## config.mk

```make
export PLATFORM = sky130hd
export DESIGN_NAME = c_string_unescape_decoder
export DESIGN_NICKNAME = d
export VERILOG_FILES = /design/src/rtl/csud_pkg.sv /design/src/rtl/csud_engine.sv /design/src/rtl/csud_rsp_queue.sv /design/src/rtl/c_string_unescape_decoder.sv
export SDC_FILE = /design/constraint.sdc
export NUM_CORES = 1
export LEC_CHECK = 0
export ABC_AREA = 1
export BUFFER_PORTS_ARGS = -buffer_cell sky130_fd_sc_hd__clkbuf_2
export CORE_UTILIZATION = 25
export DETAILED_ROUTE_END_ITERATION = 8
export SYNTH_ARGS = -nofsm -noshare
export SYNTH_HDL_FRONTEND = slang
export SYNTH_HIERARCHICAL = 1
export SYNTH_SLANG_ARGS = --single-unit
```

## constraint.sdc

```tcl
create_clock -name clock -period 4.55 [get_ports clock]
set_input_delay 0 -clock clock [delete_from_list [all_inputs] [get_ports clock]]
set_output_delay 0 -clock clock [all_outputs]
set_load 0.03 [all_outputs]
```

## src/rtl/csud_pkg.sv

```systemverilog
`default_nettype none
package csud_pkg;

   localparam int LENGTH_BITS = 16;
   localparam int OUT_LEN_W   = 16;

   localparam logic [7:0] CHR_NUL       = 8'h00;
   localparam logic [7:0] CHR_BACKSLASH = 8'h5C;
   localparam logic [7:0] CHR_QUESTION  = 8'h3F;
   localparam logic [7:0] CHR_QUOTE     = 8'h27;
   localparam logic [7:0] CHR_DQUOTE    = 8'h22;
   localparam logic [7:0] CHR_LOWER_X   = 8'h78;
   localparam logic [7:0] CHR_UPPER_X   = 8'h58;
   localparam logic [7:0] CHR_ZERO      = 8'h30;
   localparam logic [7:0] CHR_SEVEN     = 8'h37;

   typedef struct packed {
      logic [7:0]           out_byte;
      logic                 has_byte;
      logic                 string_done;
      logic [OUT_LEN_W-1:0] out_length;
      logic                 run_last;
   } rsp_item_type;

   typedef struct packed {
      logic         push0;
      logic         push1;
      rsp_item_type item0;
      rsp_item_type item1;
   } push_type;

   typedef struct packed {
      logic       valid;
      logic [7:0] value;
   } esc_type;

   // Hex digit value; valid bit on top.
   function automatic logic [4:0] hex_digit(input logic [7:0] c);
      logic [4:0] r;
      r = 5'd0;
      if (c >= 8'h30 && c <= 8'h39) r = {1'b1, 4'(c - 8'h30)};
      else if (c >= 8'h61 && c <= 8'h66) r = {1'b1, 4'(c - 8'h57)};
      else if (c >= 8'h41 && c <= 8'h46) r = {1'b1, 4'(c - 8'h37)};
      return r;
   endfunction

   // Single-character escapes.
   function automatic esc_type named_escape(input logic [7:0] c);
      esc_type r;
      r.valid = 1'b1;
      r.value = c;
      unique case (c)
         8'h61: r.value = 8'd7;
         8'h62: r.value = 8'd8;
         8'h66: r.value = 8'd12;
         8'h6E: r.value = 8'd10;
         8'h72: r.value = 8'd13;
         8'h74: r.value = 8'd9;
         8'h76: r.value = 8'd11;
         CHR_BACKSLASH, CHR_QUESTION, CHR_QUOTE, CHR_DQUOTE: r.value = c;
         default: r.valid = 1'b0;
      endcase
      return r;
   endfunction

endpackage
`default_nettype wire

```

## src/rtl/csud_engine.sv

```systemverilog
`default_nettype none
module csud_engine (
   input  wire logic               clock,
   input  wire logic               reset,
   input  wire logic               req_tvalid,
   output logic                    req_tready,
   input  wire logic [7:0]         req_byte,
   input  wire logic               req_last,
   input  wire logic               room,
   output csud_pkg::push_type      push
);
   import csud_pkg::*;

   localparam logic [2:0] MODE_TEXT   = 3'd0;
   localparam logic [2:0] MODE_ESC    = 3'd1;
   localparam logic [2:0] MODE_OCT    = 3'd2;
   localparam logic [2:0] MODE_XSTART = 3'd3;
   localparam logic [2:0] MODE_HEX    = 3'd4;

   localparam logic [LENGTH_BITS-1:0] CNT_MAX = {LENGTH_BITS{1'b1}};

   logic                   in_valid_ff, in_valid_in;
   logic [7:0]             in_byte_ff;
   logic                   in_last_ff;
   logic [2:0]             mode_ff, mode_in;
   logic [7:0]             pend_ff, pend_in;
   logic [1:0]             odig_ff, odig_in;
   logic [LENGTH_BITS-1:0] count_ff, count_in;

   logic       fire;
   logic [2:0] mode_mid;
   logic [7:0] pend_mid;
   logic [1:0] odig_mid;
   logic       e0_v, e1_v, fl_v, as_text, end_v;
   logic [7:0] e0_b, b;
   logic       r0_v, r1_v;
   logic [7:0] r0_b, r1_b;
   logic [4:0] hv;
   esc_type    esc;
   logic [LENGTH_BITS-1:0] cnt1, cnt2;

   assign fire        = in_valid_ff && room;
   assign req_tready  = !in_valid_ff || fire;
   assign in_valid_in = req_tvalid && req_tready ? 1'b1 : (fire ? 1'b0 : in_valid_ff);
   assign b           = in_byte_ff;
   assign hv          = hex_digit(b);
   assign esc         = named_escape(b);

   always_comb begin
      mode_mid = mode_ff;
      pend_mid = pend_ff;
      odig_mid = odig_ff;
      e0_v     = 1'b0;
      e0_b     = 8'd0;
      as_text  = 1'b0;
      unique case (mode_ff)
         MODE_ESC: begin
            mode_mid = MODE_TEXT;
            if (esc.valid) begin
               e0_v = 1'b1;
               e0_b = esc.value;
            end else if (b == CHR_LOWER_X || b == CHR_UPPER_X) begin
               mode_mid = MODE_XSTART;
            end else if (b >= CHR_ZERO && b <= CHR_SEVEN) begin
               pend_mid = {5'd0, b[2:0]};
               odig_mid = 2'd1;
               mode_mid = MODE_OCT;
            end
         end
         MODE_OCT: begin
            if (b >= CHR_ZERO && b <= CHR_SEVEN) begin
               pend_mid = {pend_ff[4:0], b[2:0]};
               odig_mid = odig_ff + 2'd1;
               // third digit closes the escape at once
               if (odig_ff >= 2'd2) begin
                  e0_v     = 1'b1;
                  e0_b     = {pend_ff[4:0], b[2:0]};
                  mode_mid = MODE_TEXT;
                  pend_mid = 8'd0;
                  odig_mid = 2'd0;
               end
            end else begin
               e0_v     = 1'b1;
               e0_b     = pend_ff;
               mode_mid = MODE_TEXT;
               pend_mid = 8'd0;
               odig_mid = 2'd0;
               as_text  = 1'b1;
            end
         end
         MODE_XSTART: begin
            if (hv[4]) begin
               pend_mid = {4'd0, hv[3:0]};
               mode_mid = MODE_HEX;
            end else begin
               mode_mid = MODE_TEXT;
               as_text  = 1'b1;
            end
         end
         MODE_HEX: begin
            if (hv[4]) begin
               pend_mid = {pend_ff[3:0], hv[3:0]};
            end else begin
               e0_v     = 1'b1;
               e0_b     = pend_ff;
               mode_mid = MODE_TEXT;
               pend_mid = 8'd0;
               as_text  = 1'b1;
            end
         end
         default: begin
            mode_mid = MODE_TEXT;
            as_text  = 1'b1;
         end
      endcase

      e1_v = 1'b0;
      if (as_text && b != CHR_NUL) begin
         if (b == CHR_BACKSLASH) mode_mid = MODE_ESC;
         else e1_v = 1'b1;
      end
   end

   assign end_v = (b == CHR_NUL) || in_last_ff;
   assign fl_v  = end_v && (mode_mid == MODE_OCT || mode_mid == MODE_HEX);

   // pick the first two of: escape result, plain byte, flushed value
   always_comb begin
      r0_v = e0_v || e1_v || fl_v;
      r0_b = e0_v ? e0_b : (e1_v ? b : pend_mid);
      r1_v = (e0_v && (e1_v || fl_v)) || (e1_v && fl_v);
      r1_b = (e0_v && e1_v) ? b : pend_mid;
   end

   assign cnt1 = (count_ff == CNT_MAX) ? count_ff : count_ff + 1'b1;
   assign cnt2 = (cnt1 == CNT_MAX) ? cnt1 : cnt1 + 1'b1;

   always_comb begin
      push.push0 = fire && (r0_v || end_v);
      push.push1 = fire && r1_v;
      push.item0.out_byte    = r0_v ? r0_b : 8'd0;
      push.item0.has_byte    = r0_v;
      push.item0.string_done = end_v && !r1_v;
      push.item0.out_length  = OUT_LEN_W'(r0_v ? cnt1 : count_ff);
      push.item0.run_last    = !r1_v;
      push.item1.out_byte    = r1_b;
      push.item1.has_byte    = 1'b1;
      push.item1.string_done = end_v;
      push.item1.out_length  = OUT_LEN_W'(cnt2);
      push.item1.run_last    = 1'b1;
   end

   always_comb begin
      mode_in  = mode_ff;
      pend_in  = pend_ff;
      odig_in  = odig_ff;
      count_in = count_ff;
      if (fire) begin
         if (end_v) begin
            mode_in  = MODE_TEXT;
            pend_in  = 8'd0;
            odig_in  = 2'd0;
            count_in = '0;
         end else begin
            mode_in  = mode_mid;
            pend_in  = pend_mid;
            odig_in  = odig_mid;
            count_in = r1_v ? cnt2 : (r0_v ? cnt1 : count_ff);
         end
      end
   end

   always_ff @(posedge clock) begin
      if (reset) begin
         in_valid_ff <= 1'b0;
         mode_ff     <= MODE_TEXT;
         pend_ff     <= 8'd0;
         odig_ff     <= 2'd0;
         count_ff    <= '0;
      end else begin
         in_valid_ff <= in_valid_in;
         mode_ff     <= mode_in;
         pend_ff     <= pend_in;
         odig_ff     <= odig_in;
         count_ff    <= count_in;
      end
   end

   always_ff @(posedge clock) begin
      if (req_tvalid && req_tready) begin
         in_byte_ff <= req_byte;
         in_last_ff <= req_last;
      end
   end

endmodule
`default_nettype wire

```

## src/rtl/csud_rsp_queue.sv

```systemverilog
`default_nettype none
module csud_rsp_queue (
   input  wire logic                  clock,
   input  wire logic                  reset,
   input  wire csud_pkg::push_type    push,
   output logic                       room,
   output logic                       rsp_valid,
   input  wire logic                  rsp_ready,
   output csud_pkg::rsp_item_type     rsp_item
);
   import csud_pkg::*;

   rsp_item_type slot_ff [4];
   logic [1:0]   wr_ptr_ff, wr_ptr_in;
   logic [1:0]   rd_ptr_ff, rd_ptr_in;
   logic [2:0]   fill_ff, fill_in;
   logic         pop;
   logic [1:0]   wr_next;

   // room for a full two-item push
   assign room      = fill_ff <= 3'd2;
   assign rsp_valid = fill_ff != 3'd0;
   assign rsp_item  = slot_ff[rd_ptr_ff];
   assign pop       = rsp_valid && rsp_ready;
   assign wr_next   = wr_ptr_ff + 2'd1;

   always_comb begin
      wr_ptr_in = wr_ptr_ff + {1'b0, push.push0} + {1'b0, push.push1};
      rd_ptr_in = rd_ptr_ff + {1'b0, pop};
      fill_in   = fill_ff + {2'd0, push.push0} + {2'd0, push.push1} - {2'd0, pop};
   end

   always_ff @(posedge clock) begin
      if (reset) begin
         wr_ptr_ff <= 2'd0;
         rd_ptr_ff <= 2'd0;
         fill_ff   <= 3'd0;
      end else begin
         wr_ptr_ff <= wr_ptr_in;
         rd_ptr_ff <= rd_ptr_in;
         fill_ff   <= fill_in;
      end
   end

   always_ff @(posedge clock) begin
      if (push.push0) slot_ff[wr_ptr_ff] <= push.item0;
      if (push.push1) slot_ff[wr_next] <= push.item1;
   end

endmodule
`default_nettype wire

```

## src/rtl/c_string_unescape_decoder.sv

```systemverilog
// Path: an accepted byte is held in the input register and decoded; its results are
// written into the result queue once that queue has room, and the output reads from it.
// Throughput: one byte per cycle while the result queue has room; a byte may yield two
// results, and the four-entry result queue stops intake when it cannot take two.
// Reset: synchronous, active high; returns to plain-text mode with zero length
// and empties the result queue.
`default_nettype none
module c_string_unescape_decoder (
   input  wire logic        clock,
   input  wire logic        reset,
   input  wire logic        req_tvalid,
   output logic             req_tready,
   input  wire logic [7:0]  req_tdata,   // [7:0] in_byte
   input  wire logic        req_tlast,   // is_last
   output logic             rsp_tvalid,
   input  wire logic        rsp_tready,
   output logic [23:0]      rsp_tdata,   // [7:0] out_byte, [23:8] out_length
   output logic [1:0]       rsp_tuser,   // [0] has_byte, [1] string_done
   output logic             rsp_tlast    // run_last
);
   import csud_pkg::*;

   push_type     push;
   logic         room;
   rsp_item_type item;

   csud_engine u_engine (
      .clock      (clock),
      .reset      (reset),
      .req_tvalid (req_tvalid),
      .req_tready (req_tready),
      .req_byte   (req_tdata),
      .req_last   (req_tlast),
      .room       (room),
      .push       (push)
   );

   csud_rsp_queue u_queue (
      .clock     (clock),
      .reset     (reset),
      .push      (push),
      .room      (room),
      .rsp_valid (rsp_tvalid),
      .rsp_ready (rsp_tready),
      .rsp_item  (item)
   );

   assign rsp_tdata = {item.out_length, item.out_byte};
   assign rsp_tuser = {item.string_done, item.has_byte};
   assign rsp_tlast = item.run_last;

endmodule
`default_nettype wire

```

==> impl_metrics.env <==
export IMPL_synth_yosys_seq_area_share_pct=38.4
export IMPL_hold_buffers=10
export IMPL_grt_pass1_vias=9701
export IMPL_cts_tree="done"
export IMPL_fillers=4731
export IMPL_finalSetupTns_ns=0
export IMPL_cp_top_family="simple AND/OR/NAND/NOR gates"
export IMPL_antenna_found_initial=0
export IMPL_cp_arrival_ns=4.32
export IMPL_netlist_cell_type_count=49
export IMPL_clk_latency_ns=0.46
export IMPL_slew_headroom_pct=22.7
export IMPL_num_rows=76
export IMPL_ys_async_sr_fraction_pct=0
export IMPL_final_hold_viol_count=0
export IMPL_syn_to_final_growth_pct=12.0
export IMPL_drive_gt1_share_pct=10.1
export IMPL_period_needed_ns=3.98
export IMPL_cpMostUsedCell="nand2_1"
export IMPL_die_width_um=212
export IMPL_finalMaxSlewViolations=0
export IMPL_critical_path_buf_inv_count=6
export IMPL_drt_iter0_markers=850
export IMPL_syn_cell_area_um2=11100
export IMPL_post_cts_setup_buffers=0
export IMPL_p_leak_nw=5.67
export IMPL_setup_viol=0
export IMPL_fin_nets=1632
export IMPL_wirelength_um=32600
export IMPL_drcViolationCount=0
export IMPL_grt_max_degree=57
export IMPL_fmax_ghz=0.251
export IMPL_worstPathCellList="inv_1, ha_1, nand2_1, nand3_1, nand3_1, nand3_2, nand2_1, inv_1, nand2_1, nor2_4, nand2_1, nand2_1, inv_1, inv_1, ha_1, inv_1, fa_1, fa_1, inv_1, nand2_1, nand2_1, nor2_1"
export IMPL_ys_flop_type="edfxtp_1"
export IMPL_initial_core_util_pct=25.5
export IMPL_avgRoutedWirePerCell_um=14.8
export IMPL_finalCritPeriodShare_pct=87.5
export IMPL_cp_max_fo=11
export IMPL_placed_area_um2=11700
export IMPL_dieArea_um2=45100
export IMPL_synth_edf_count=117
export IMPL_synth_seq_cells=154
export IMPL_netlist_instances=1594
export IMPL_drtAntennaViolNets=0
export IMPL_tightest_slew_ns=1.16
export IMPL_via_per_inst=4.70
export IMPL_maxCapViolCount=0
export IMPL_status="finished, final reports clean"
export IMPL_grt_pass1_wl_um=52000
export IMPL_routabilityCongestion=0.911
export IMPL_ys_warnings_count=6
export IMPL_path_clk_slew_ns=0.07
export IMPL_worstSetupStartpointType="register"
export IMPL_clockRootBuffer="clkbuf_16"
export IMPL_num_antenna_cells=0
export IMPL_cpMaxStageDelayCell="edfxtp_1"
export IMPL_clockBufferDepth=2
export IMPL_htree_levels=4
export IMPL_yosys_top_cells_area="edfxtp_1, nand2_1, nand3_1"
export IMPL_synth_top_area_share_pct=31.7
export IMPL_power_density_nw_per_um2=379
export IMPL_postLayoutCellArea_um2=12400
export IMPL_rsz0062_at_grt="false"
export IMPL_multi_input_area_um2=5360
export IMPL_synth_top_area_cell="edfxtp_1"
export IMPL_cp_required_ns=4.89
export IMPL_dp_hpwl_um=22900
export IMPL_cp_end_kind="register"
export IMPL_cts_resized=0
export IMPL_pin_count=42
export IMPL_core_region_area_um2=43400
export IMPL_critPathKind="register to register"
export IMPL_overflow=0
export IMPL_track_usage_pct=14.8
export IMPL_vias=10400
export IMPL_drtPass1Iterations=5
export IMPL_syn_avg_cell_area_um2=6.95
export IMPL_dieHeight_um=212
export IMPL_hold_class="input pin to register"
export IMPL_cts_sinks=154
export IMPL_max_stage_delay_ns=0.45
export IMPL_cts_made_buffers=17
export IMPL_seq_area_um2=4260
export IMPL_io_buffers=41
export IMPL_skew_ns=0.0163
export IMPL_irDropWorstVdd_v=0.000201
area by class of cell:
class | instances | area share (%)
multi-input combinational | 1116 | 43.2
sequential | 154 | 34.3
inverter | 242 | 7.35
tap | 585 | 5.90
timing repair buffer | 75 | 4.22
clock buffer | 17 | 3.43
clock inverter | 15 | 1.52
Yosys cell counts, types with 4 or more instances:
cell type	n
o211ai_1	5
nor2_2	5
buf_6	15
o21bai_1	7
edfxtp_1	117
buf_2	35
nand2_1	580
nand3_1	175
a31oi_1	4
nand4_1	64
o21ai_1	13
xnor2_1	4
o2111ai_1	5
nand2_2	20
inv_1	224
dfxtp_1	37
a21oi_1	47
inv_2	9
ha_1	10
o22ai_1	5
buf_4	21
xor2_1	10
nand3_2	11
nor2_1	69
clkbuf_1	10
clkinv_1	8
o21ai_0	47
nor2_4	7
tightest hold or removal path: cells and delay by family:
kind / cells / cell delay [ns]
AO/OA/AOI/OAI: 1 / 0.14
adder cells (fa/ha/maj): 1 / 0.27
buffers and inverters: 2 / 0.12
AND/OR/NAND/NOR: 1 / 0.03
per-stage QoR:
stage               hold slack (ns)  setup WS [ns]  utilization [%]  cells  power [mW]
floorplan                    0.0712          0.742                -   1595        2.84
global placement              0.177          0.625             26.9   2162        3.21
detailed placement            0.182          0.610             26.9   2162        3.23
CTS                           0.142          0.597             28.6   2204        4.75
global route                  0.172          0.197             28.6   2204        4.96
finish                        0.150          0.569             28.6   2204        4.70
placed cells by master, fill, tap and decap left out, types with 7 or more instances in the layout:
cell / count
dlygate4sd3_1: 10
nand4_1: 64
edfxtp_1: 117
nand3_1: 175
nor2_1: 68
nand2_2: 20
inv_1: 224
clkbuf_2: 41
o21ai_1: 13
o21ai_0: 47
o21bai_1: 7
inv_2: 9
xor2_1: 10
clkbuf_16: 17
nand3_2: 11
ha_1: 10
clkinv_1: 8
nor2_4: 8
nand2_1: 580
dfxtp_1: 36
a21oi_1: 47
buf_4: 21
flip-flops by register name, summed over array words and instances (netlist names):
name / flops
u_engine/pend_ff: 8
u_engine/b: 8
u_engine/mode_ff: 3
u_engine/in_last_ff: 1
u_queue/fill_ff: 3
u_engine/odig_ff: 2
u_engine/count_ff: 16
u_queue/slot_ff: 108
u_engine/in_valid_ff: 1
u_queue/rd_ptr_ff: 2
u_queue/wr_ptr_ff: 2
worst paths after layout:
check / from / end / slack (ns) / cells after the start
worst max-delay path: u_engine/b[0] / u_queue/fill_ff[2] / 0.57 / 22
worst min-delay path: rsp_tready / u_queue/rd_ptr_ff[0] / 0.15 / 5
worst max register to register: u_engine/b[0] / u_queue/fill_ff[2] / 0.57 / 22
worst min register to register: u_engine/odig_ff[0] / u_engine/odig_ff[0] / 0.47 / 2
routing by layer:
| layer | share of wire (%) | GRT usage, % | vias to the layer above |
|---|---|---|---|
| met1 | 44 | 19.0 | 4821 |
| met4 | 1.8 | 5.66 | 0 |
| li1 | - | - | 5164 |
| met5 | 0 | 0 | - |
| met3 | 5.7 | 1.80 | 41 |
| met2 | 48 | 25.2 | 335 |
cell families (layout without fill, tap and decap cells):
group,Yosys count,after routing,share of synthesized area (%)
AND/OR/NAND/NOR,945,945,38.3
buffers and inverters,325,349,13.3
flip-flops,154,154,38.4
AO/OA/AOI/OAI,142,142,7.23
XOR/XNOR,14,14,1.11
adder cells (fa/ha/maj),13,13,1.67
other,1,2,0.0339
power by group:
group | internal [mW] | switching [mW]
sequential | 1.62 | 0.0654
combinational | 0.385 | 1.11
clock | 0.875 | 0.639
No activity file was read; power rests on OpenSTA's default activity.
